===== config.mk =====
export PLATFORM = sky130hd
export DESIGN_NAME = demand_paging_frame_replacer
export DESIGN_NICKNAME = d
export VERILOG_FILES = /design/src/rtl/dpfr_pkg.sv /design/src/rtl/dpfr_ctrl.sv /design/src/rtl/dpfr_datapath.sv /design/src/rtl/demand_paging_frame_replacer.sv
export SDC_FILE = /design/constraint.sdc
export NUM_CORES = 2
export LEC_CHECK = 0
export BUFFER_PORTS_ARGS = -buffer_cell sky130_fd_sc_hd__buf_4
export CAP_MARGIN = 0
export CORE_UTILIZATION = 40
export CTS_CLUSTER_DIAMETER = 80
export DETAILED_ROUTE_END_ITERATION = 16
export GPL_ROUTABILITY_DRIVEN = 0
export SLEW_MARGIN = 20
export SYNTH_ARGS = -nofsm -noshare
export SYNTH_HDL_FRONTEND = slang
export SYNTH_SLANG_ARGS = --single-unit

===== constraint.sdc =====
create_clock -name clk -period 6.7 [get_ports clk]
set_input_delay 1.005 -clock clk [delete_from_list [all_inputs] [get_ports clk]]
set_output_delay 1.005 -clock clk [all_outputs]
set_load 0.005 [all_outputs]

===== src/rtl/dpfr_pkg.sv =====
// Shared types and constants for the demand paging frame replacer.
`timescale 1ns / 1ps
package dpfr_pkg;
  localparam int FRAMES = 16;
  localparam int PAGES = 64;
  localparam int JOBS = 16;
  localparam logic [12:0] RESET_PAGE_SIZE = 13'd200;
  localparam logic [12:0] MAX_PAGE_SIZE = 13'd4096;
  localparam logic REPLACE_FIFO = 1'b0;
  localparam logic REPLACE_LRU = 1'b1;
  localparam logic CFG_REPLACE_MODE = 1'b0;
  localparam logic CFG_PAGE_SIZE = 1'b1;

  typedef enum logic [3:0] {
    ST_IDLE, ST_LOOKUP, ST_SCAN, ST_EVICT, ST_UPDATE, ST_DIV, ST_MUL, ST_OUT
  } state_t;

  typedef struct packed {
    logic start;
    logic lookup;
    logic scan_step;
    logic evict;
    logic update;
    logic div_start;
    logic div_step;
    logic mul;
    logic out_load;
  } cmd_t;

  typedef struct packed {
    logic hit;
    logic scan_done;
    logic found_free;
    logic div_done;
  } sts_t;
endpackage


===== src/rtl/dpfr_ctrl.sv =====
// Sequencer for one page request.
`timescale 1ns / 1ps
module dpfr_ctrl (
  input  logic             clk,
  input  logic             rst,
  input  logic             in_valid,
  output logic             in_stall,
  input  logic             out_busy,
  input  dpfr_pkg::sts_t   sts,
  output dpfr_pkg::cmd_t   cmd
);
  dpfr_pkg::state_t state, state_next;

  always_ff @(posedge clk) begin
    if (rst) state <= dpfr_pkg::ST_IDLE;
    else state <= state_next;
  end

  always_comb begin
    state_next = state;
    case (state)
      dpfr_pkg::ST_IDLE:   if (in_valid) state_next = dpfr_pkg::ST_LOOKUP;
      dpfr_pkg::ST_LOOKUP: state_next = sts.hit ? dpfr_pkg::ST_UPDATE : dpfr_pkg::ST_SCAN;
      dpfr_pkg::ST_SCAN:   if (sts.scan_done)
                             state_next = sts.found_free ? dpfr_pkg::ST_UPDATE
                                                         : dpfr_pkg::ST_EVICT;
      dpfr_pkg::ST_EVICT:  state_next = dpfr_pkg::ST_UPDATE;
      dpfr_pkg::ST_UPDATE: state_next = dpfr_pkg::ST_DIV;
      dpfr_pkg::ST_DIV:    if (sts.div_done) state_next = dpfr_pkg::ST_MUL;
      dpfr_pkg::ST_MUL:    state_next = dpfr_pkg::ST_OUT;
      dpfr_pkg::ST_OUT:    if (!out_busy) state_next = dpfr_pkg::ST_IDLE;
      default:             state_next = dpfr_pkg::ST_IDLE;
    endcase
  end

  always_comb begin
    cmd = '0;
    in_stall = (state != dpfr_pkg::ST_IDLE);
    case (state)
      dpfr_pkg::ST_IDLE:   cmd.start = in_valid;
      dpfr_pkg::ST_LOOKUP: cmd.lookup = 1'b1;
      dpfr_pkg::ST_SCAN:   cmd.scan_step = 1'b1;
      dpfr_pkg::ST_EVICT:  cmd.evict = 1'b1;
      dpfr_pkg::ST_UPDATE: begin
        cmd.update = 1'b1;
        cmd.div_start = 1'b1;
      end
      dpfr_pkg::ST_DIV:    cmd.div_step = 1'b1;
      dpfr_pkg::ST_MUL:    cmd.mul = 1'b1;
      dpfr_pkg::ST_OUT:    cmd.out_load = !out_busy;
      default:             cmd = '0;
    endcase
  end
endmodule


===== src/rtl/dpfr_datapath.sv =====
// Page table, frame table, victim scan, restoring divider and address build.
`timescale 1ns / 1ps
module dpfr_datapath (
  input  logic                        clk,
  input  logic                        rst,
  input  dpfr_pkg::cmd_t              cmd,
  output dpfr_pkg::sts_t              sts,
  input  logic                        replace_mode,
  input  logic [12:0]                 pg_bytes,
  input  logic [5:0]                  page_number,
  input  logic [3:0]                  job_id,
  input  logic [15:0]                 virt_addr,
  output logic                        r_hit,
  output logic [3:0]                  r_frame,
  output logic                        r_evicted,
  output logic [5:0]                  r_ev_page,
  output logic [3:0]                  r_ev_job,
  output logic [11:0]                 r_offset,
  output logic [15:0]                 r_phys
);
  localparam int FW = $clog2(dpfr_pkg::FRAMES);
  localparam int PW = $clog2(dpfr_pkg::PAGES);
  localparam int JW = (dpfr_pkg::JOBS > 1) ? $clog2(dpfr_pkg::JOBS) : 1;

  logic [dpfr_pkg::PAGES-1:0]  page_valid;
  logic [FW-1:0]               page_frame [dpfr_pkg::PAGES];
  logic [dpfr_pkg::FRAMES-1:0] frame_occupied;
  logic [PW-1:0]               owner_page [dpfr_pkg::FRAMES];
  logic [JW-1:0]               owner_job [dpfr_pkg::FRAMES];
  logic [31:0]                 load_stamp [dpfr_pkg::FRAMES];
  logic [31:0]                 use_stamp [dpfr_pkg::FRAMES];
  logic [31:0]                 request_counter;

  logic [PW-1:0]  req_page;
  logic [JW-1:0]  req_job;
  logic [15:0]    req_addr;
  logic [31:0]    now;
  logic           hit;
  logic [FW-1:0]  frame;
  logic [FW:0]    scan_idx;
  logic           found;
  logic [31:0]    best_age;
  logic [FW-1:0]  best;
  logic           evicted;
  logic [PW-1:0]  ev_page;
  logic [JW-1:0]  ev_job;
  logic [12:0]    ps;
  logic [12:0]    rem;
  logic [15:0]    dividend;
  logic [4:0]     div_cnt;
  logic [15:0]    phys;

  logic [FW-1:0] sidx;
  logic [31:0]   stamp_sel;
  logic [31:0]   age;
  logic [13:0]   trial;
  logic [12:0]   ps_clip;

  assign sidx = scan_idx[FW-1:0];
  assign stamp_sel = replace_mode ? use_stamp[sidx] : load_stamp[sidx];
  assign age = now - stamp_sel;
  assign trial = {rem, dividend[15]} - {1'b0, ps};

  always_comb begin
    if (pg_bytes == 13'd0) ps_clip = 13'd1;
    else if (pg_bytes > dpfr_pkg::MAX_PAGE_SIZE) ps_clip = dpfr_pkg::MAX_PAGE_SIZE;
    else ps_clip = pg_bytes;
  end

  assign sts.hit = page_valid[req_page];
  assign sts.scan_done = found || (scan_idx == (FW+1)'(dpfr_pkg::FRAMES));
  assign sts.found_free = found;
  assign sts.div_done = (div_cnt == 5'd0);

  always_ff @(posedge clk) begin
    if (rst) begin
      page_valid <= '0;
      frame_occupied <= '0;
      request_counter <= '0;
    end else begin
      if (cmd.start) begin
        req_page <= PW'(page_number);
        req_job <= JW'(job_id);
        req_addr <= virt_addr;
        now <= request_counter;
        request_counter <= request_counter + 32'd1;
        scan_idx <= '0;
        found <= 1'b0;
        evicted <= 1'b0;
        ev_page <= '0;
        ev_job <= '0;
      end
      if (cmd.lookup) begin
        hit <= page_valid[req_page];
        frame <= page_frame[req_page];
      end
      if (cmd.scan_step && !sts.scan_done) begin
        if (!frame_occupied[sidx]) begin
          found <= 1'b1;
          frame <= sidx;
        end else if (scan_idx == '0 || age > best_age) begin
          best_age <= age;
          best <= sidx;
        end
        scan_idx <= scan_idx + 1'b1;
      end
      if (cmd.evict) begin
        frame <= best;
        evicted <= 1'b1;
        ev_page <= owner_page[best];
        ev_job <= owner_job[best];
        page_valid[owner_page[best]] <= 1'b0;
      end
      if (cmd.update) begin
        use_stamp[frame] <= now;
        if (!hit) begin
          frame_occupied[frame] <= 1'b1;
          owner_page[frame] <= req_page;
          owner_job[frame] <= req_job;
          load_stamp[frame] <= now;
          page_valid[req_page] <= 1'b1;
          page_frame[req_page] <= frame;
        end
      end
    end
  end

  // restoring division, one quotient bit per cycle; only the remainder is kept
  always_ff @(posedge clk) begin
    if (rst) begin
      div_cnt <= '0;
    end else if (cmd.div_start) begin
      ps <= ps_clip;
      rem <= '0;
      dividend <= req_addr;
      div_cnt <= 5'd16;
    end else if (cmd.div_step && div_cnt != 5'd0) begin
      if (!trial[13]) rem <= trial[12:0];
      else rem <= {rem[11:0], dividend[15]};
      dividend <= {dividend[14:0], 1'b0};
      div_cnt <= div_cnt - 5'd1;
    end
  end

  always_ff @(posedge clk) begin
    if (cmd.mul) phys <= 16'(32'(frame) * 32'(ps) + 32'(rem));
  end

  always_ff @(posedge clk) begin
    if (cmd.out_load) begin
      r_hit <= hit;
      r_frame <= 4'(frame);
      r_evicted <= evicted;
      r_ev_page <= 6'(ev_page);
      r_ev_job <= 4'(ev_job);
      r_offset <= rem[11:0];
      r_phys <= phys;
    end
  end
endmodule


===== src/rtl/demand_paging_frame_replacer.sv =====
// Top level of the demand paging frame replacer.
// One page request at a time. On a hit the item goes through lookup, update, the divider,
// the address multiply and the output state before the next item can be taken. A miss adds
// the frame table scan, which stops at the lowest free frame, or runs over every frame and
// adds an eviction when every frame is taken. The sequential remainder divider (16 steps)
// and the frame scan set the time per item; a stalled result holds up the next one only
// when the next result is ready behind it. The result sits in an output register, so the
// next item is taken while it waits. Valid bits reset at once; no clearing pass.
`timescale 1ns / 1ps
module demand_paging_frame_replacer (
  input  logic        clk,
  input  logic        rst,
  input  logic        in_valid,
  output logic        in_stall,
  input  logic [5:0]  page_number,
  input  logic [3:0]  job_id,
  input  logic [15:0] virt_addr,
  output logic        out_valid,
  input  logic        out_stall,
  output logic        hit,
  output logic [3:0]  frame_number,
  output logic        evicted,
  output logic [5:0]  evicted_page,
  output logic [3:0]  evicted_job,
  output logic [11:0] page_offset,
  output logic [15:0] physical_address,
  input  logic        cfg_valid,
  output logic        cfg_ready,
  input  logic        cfg_index,
  input  logic [12:0] cfg_data
);
  dpfr_pkg::cmd_t cmd;
  dpfr_pkg::sts_t sts;
  logic        replace_mode;
  logic [12:0] pg_bytes;

  assign cfg_ready = 1'b1;

  // configuration registers
  always_ff @(posedge clk) begin
    if (rst) begin
      replace_mode <= dpfr_pkg::REPLACE_FIFO;
      pg_bytes <= dpfr_pkg::RESET_PAGE_SIZE;
    end else if (cfg_valid) begin
      case (cfg_index)
        dpfr_pkg::CFG_REPLACE_MODE: replace_mode <= cfg_data[0];
        dpfr_pkg::CFG_PAGE_SIZE:    pg_bytes <= cfg_data;
        default: ;
      endcase
    end
  end

  // output item register: filled by the datapath, held while stalled
  always_ff @(posedge clk) begin
    if (rst) out_valid <= 1'b0;
    else if (cmd.out_load) out_valid <= 1'b1;
    else if (!out_stall) out_valid <= 1'b0;
  end

  dpfr_ctrl u_ctrl (
    .clk(clk), .rst(rst), .in_valid(in_valid), .in_stall(in_stall),
    .out_busy(out_valid && out_stall), .sts(sts), .cmd(cmd)
  );

  dpfr_datapath u_dp (
    .clk(clk), .rst(rst), .cmd(cmd), .sts(sts),
    .replace_mode(replace_mode), .pg_bytes(pg_bytes),
    .page_number(page_number), .job_id(job_id),
    .virt_addr(virt_addr),
    .r_hit(hit), .r_frame(frame_number), .r_evicted(evicted),
    .r_ev_page(evicted_page), .r_ev_job(evicted_job),
    .r_offset(page_offset), .r_phys(physical_address)
  );
endmodule


==> run_results.csv <==
group,metric,value,unit
outcome,outcome,"finished clean",
drt,drt_iter0_drc,3778,
drt,firstDrtPassIters,5,
synthesis,avgSynthCellArea,18.78,sq um
die,core_area,181700,sq um
min_path,hold_end,"u_dp.req_addr[1]$_DFFE_PP_",
global_route,grt_pass1_wl,261000,microns
final_layout,area_delta_synth_final,14.50,%
place,place_ws,0.06112,ns
worst_setup_path,end_kind,"flop",
global_route,grt_max_degree,76,
synthesis,synth_top_area_share,67.73,%
min_path,hp-class,"input pin to flop",
synthesis,synthArstFlopShare,0,%
synthesis,synth_mux_area_share,15.05,%
synthesis,synth_edf_count,1658,
synthesis,synth_top_family_by_area,"multiplexers",
die,initial_core_util,40.45,%
synthesis,synth.largest_area_cell,"edfxtp_1",
synthesis,synthFlopType,"edfxtp_1",
worst_setup_path,r2r_slack,0.28,ns
run,cap_viol_max_count,0,
worst_setup_path,start_kind,"flop",
drt,avgViaCountPerCell,5.598,
global_route,grt_pass1_vias,37860,
sta,hold_viol_final,0,
synthesis,syn_area,73510,sq um
synthesis,syn_inst,3915,
sta,layout_setup_ws,0.2844,ns
clock_tree,cts_tree,"yes",
synthesis,yosys_warnings,0,
worst_setup_path,max_stage_delay,0.50,ns
place,place_hpwl,104000,microns
synthesis,synth_compound_area_share,3.530,%
synthesis,ys_ff_latch,1807,
die,dieHeight,430.7,microns
die,rows,156,
power_and_ir_drop,power.total,31.91,mW
global_route,grt_use_total,19.18,%
drt,routed_wl,178300,microns
drt,wl_per_cell,26.34,microns
final_layout,drive_gt1_share,24.43,%
worst_setup_path,cp_top_family,"simple AND/OR/NAND/NOR gates",
synthesis,yosysSeqAreaShare,71.79,%
clock_tree,clkTransAtPathRegs,0.06,ns
drt,drtAntennaViolNets,0,
clock_tree,ctsHoldBuffers,0,
drt,via_count,37890,
worst_setup_path,r2r-end,"u_dp.best_age[29]$_DFFE_PP_",
place,placed_area,78280,sq um
sta,drv_slew,0,
worst_setup_path,cp_slowest_cell,"mux4_2",
worst_setup_path,worstPathMaxFanout,27,
final_layout,fillers,15230,
power_and_ir_drop,power.density,379.1,nW/um^2
synthesis,yosys.area_share.simple,4.253,%
sta,tightestPinTransition,1.122,ns
sta,period_minus_slack,6.416,ns
synthesis,synthesis.nets,4100,
worst_setup_path,reg2regPathDepth,24,
power_and_ir_drop,cellLeakagePower,27.56,nW
synthesis,synth_area_leaders,"edfxtp_1, mux4_2, dfxtp_1, ha_1, nand2_1",
worst_setup_path,path_depth,24,
min_path,min_from,"virt_addr[1]",
worst_setup_path,required,7.24,ns
synthesis,ys_top_cells_by_count,"edfxtp_1, mux4_2, nand2_1",
drt,drc,0,
clock_tree,clk_path_buf_depth,3,
global_route,antenna_found_initial,0,
synthesis,synthXorXnorAreaFrac,1.001,%
clock_tree,htreeDepth,4,
synthesis,yosysMostFrequentCell,"edfxtp_1",
worst_setup_path,crit_chain,"buf_12, buf_4, mux4_2, mux4_2, mux2i_1, ha_1, a2111oi_0, o21ai_0, buf_4, nand4_1, a31oi_1, buf_4, a21o_1, or4b_1, nand3_1, ha_1, nand4_1, nor2_1, nand4_1, or3_4, o311a_1, o31ai_2, clkinvlp_4, buf_12",
die,die_w,430.7,microns
min_path,whs_path_depth,1,
synthesis,ys_types,75,
worst_setup_path,arrival,6.96,ns
sta,relSlewSlack,25.11,%
sta,finalSetupViolations,0,
final_layout,nNetsFinal,4361,
global_route,gr-total-overflow,0,
clock_tree,cts_buffers,180,
clock_tree,cts_root_buffer,"clkbuf_16",
synthesis,synthAdderAreaFrac,2.740,%
place,port-buffer-count,90,
die,io_pins,92,
power_and_ir_drop,ir_drop,0.2654,mV
worst_setup_path,crit_buf_inv,6,
sta,finalCritPeriodShare,95.76,%
worst_setup_path,path_class,"flop to flop",
clock_tree,insertion_delay,0.81,ns
final_layout,stdcell_area,84170,sq um
die,dieArea,185500,sq um
sta,fmax,0.1559,GHz
clock_tree,cts_num_sinks,1807,
sta,fin_skew,0.02773,ns
[final cells by class]
cell class / instances / area, sq um / area share [%]
diodes: 1 / 2.502 / 0.002973
inverters: 118 / 446.7 / 0.5307
clock inverters: 84 / 753.2 / 0.8949
clock buffers: 241 / 4870 / 5.786
flip-flops and latches: 1807 / 52800 / 62.73
well taps: 2449 / 3064 / 3.640
multi-input cells: 1807 / 19850 / 23.58
repair buffers: 262 / 2387 / 2.836
[cells by family (layout without fill, tap and decap cells)]
group / Yosys count / count (layout)
multiplexers: 526 / 526
XOR/XNOR: 84 / 84
buffers and inverters: 301 / 705
flip-flops: 1807 / 1807
other: 1 / 2
AO/OA/AOI/OAI: 395 / 395
AND/OR/NAND/NOR: 661 / 661
adder cells (fa/ha/maj): 140 / 140
[metal layers]
layer,up-vias,track usage (%),routed length [microns]
met5,-,0,0
met4,0,4.638,3525
met3,240,3.463,11590
met2,1298,29.93,83550
met1,20120,27.91,79620
li1,16240,-,-
[worst reg2reg max path: stages, from the launching register on]
cell and delay, ns:
dfxtp_4 0.37, buf_12 0.17, buf_4 0.19, mux4_2 0.50, mux4_2 0.50, mux2i_1 0.26, ha_1 0.31, a2111oi_0 0.39
o21ai_0 0.17, buf_4 0.19, nand4_1 0.14, a31oi_1 0.10, buf_4 0.16, a21o_1 0.21, or4b_1 0.48, nand3_1 0.12
ha_1 0.13, nand4_1 0.09, nor2_1 0.13, nand4_1 0.13, or3_4 0.43, o311a_1 0.38, o31ai_2 0.13, clkinvlp_4 0.24
buf_12 0.21
[worst max path at each step]
stage               start                           to  slack, ns
floorplan            flop       u_dp.best[0]$_DFFE_PP_       0.11
global placement     flop  u_dp.best_age[25]$_DFFE_PP_       0.16
detailed placement   flop  u_dp.best_age[18]$_DFFE_PP_       0.06
CTS                  flop  u_dp.best_age[18]$_DFFE_PP_       0.01
global route         flop  u_dp.best_age[21]$_DFFE_PP_      -0.03
finish               flop  u_dp.best_age[29]$_DFFE_PP_       0.28
[placed cells by master, fill, tap and decap left out, types with 31 or more instances in the layout]
cell type,instances
a21o_1,44
a21oi_1,97
a31o_1,31
and2_1,33
buf_4,230
clkbuf_1,53
clkbuf_16,185
clkinv_1,34
dfxtp_1,140
edfxtp_1,1658
fa_1,35
ha_1,104
inv_1,113
mux2i_1,41
mux4_2,449
nand2_1,207
nand3_1,50
nor2_1,171
nor2b_1,31
o211ai_1,37
o21ai_0,69
xnor2_1,45
xor2_1,39
[registers in the layout, summed over array words and instances, names as in the netlist, 32 cells and up, named ones only]
| register | cells |
|---|---|
| u_dp.now | 32 |
| u_dp.best_age | 32 |
| u_dp.owner_job | 64 |
| u_dp.owner_page | 96 |
| u_dp.request_counter | 32 |
| u_dp.load_stamp | 512 |
| u_dp.use_stamp | 512 |
| u_dp.page_frame | 256 |
| u_dp.page_valid | 64 |
[metrics by stage]
step	instances	hold slack [ns]	utilization [%]	setup TNS (ns)
after floorplan	3915	0.4003	-	0
after global routing	6768	0.3342	46.32	-0.6034
after global placement	6420	0.4024	43.06	0
after detailed placement	6421	0.4045	43.08	0
final	6769	0.3842	46.32	0
after CTS	6746	0.3180	46.17	0
[power breakdown]
group | switching [mW] | internal (mW)
registers | 0.451 | 13.2
clock network | 4.22 | 5.52
logic | 4.56 | 3.93
total | 9.24 | 22.7
[repair_timing]
action	4_1_cts	5_1_grt
endpoints found under the setup margin	0	40
setup buffers	0	19
resized for setup	0	11
(Power assumes the default switching activity.)
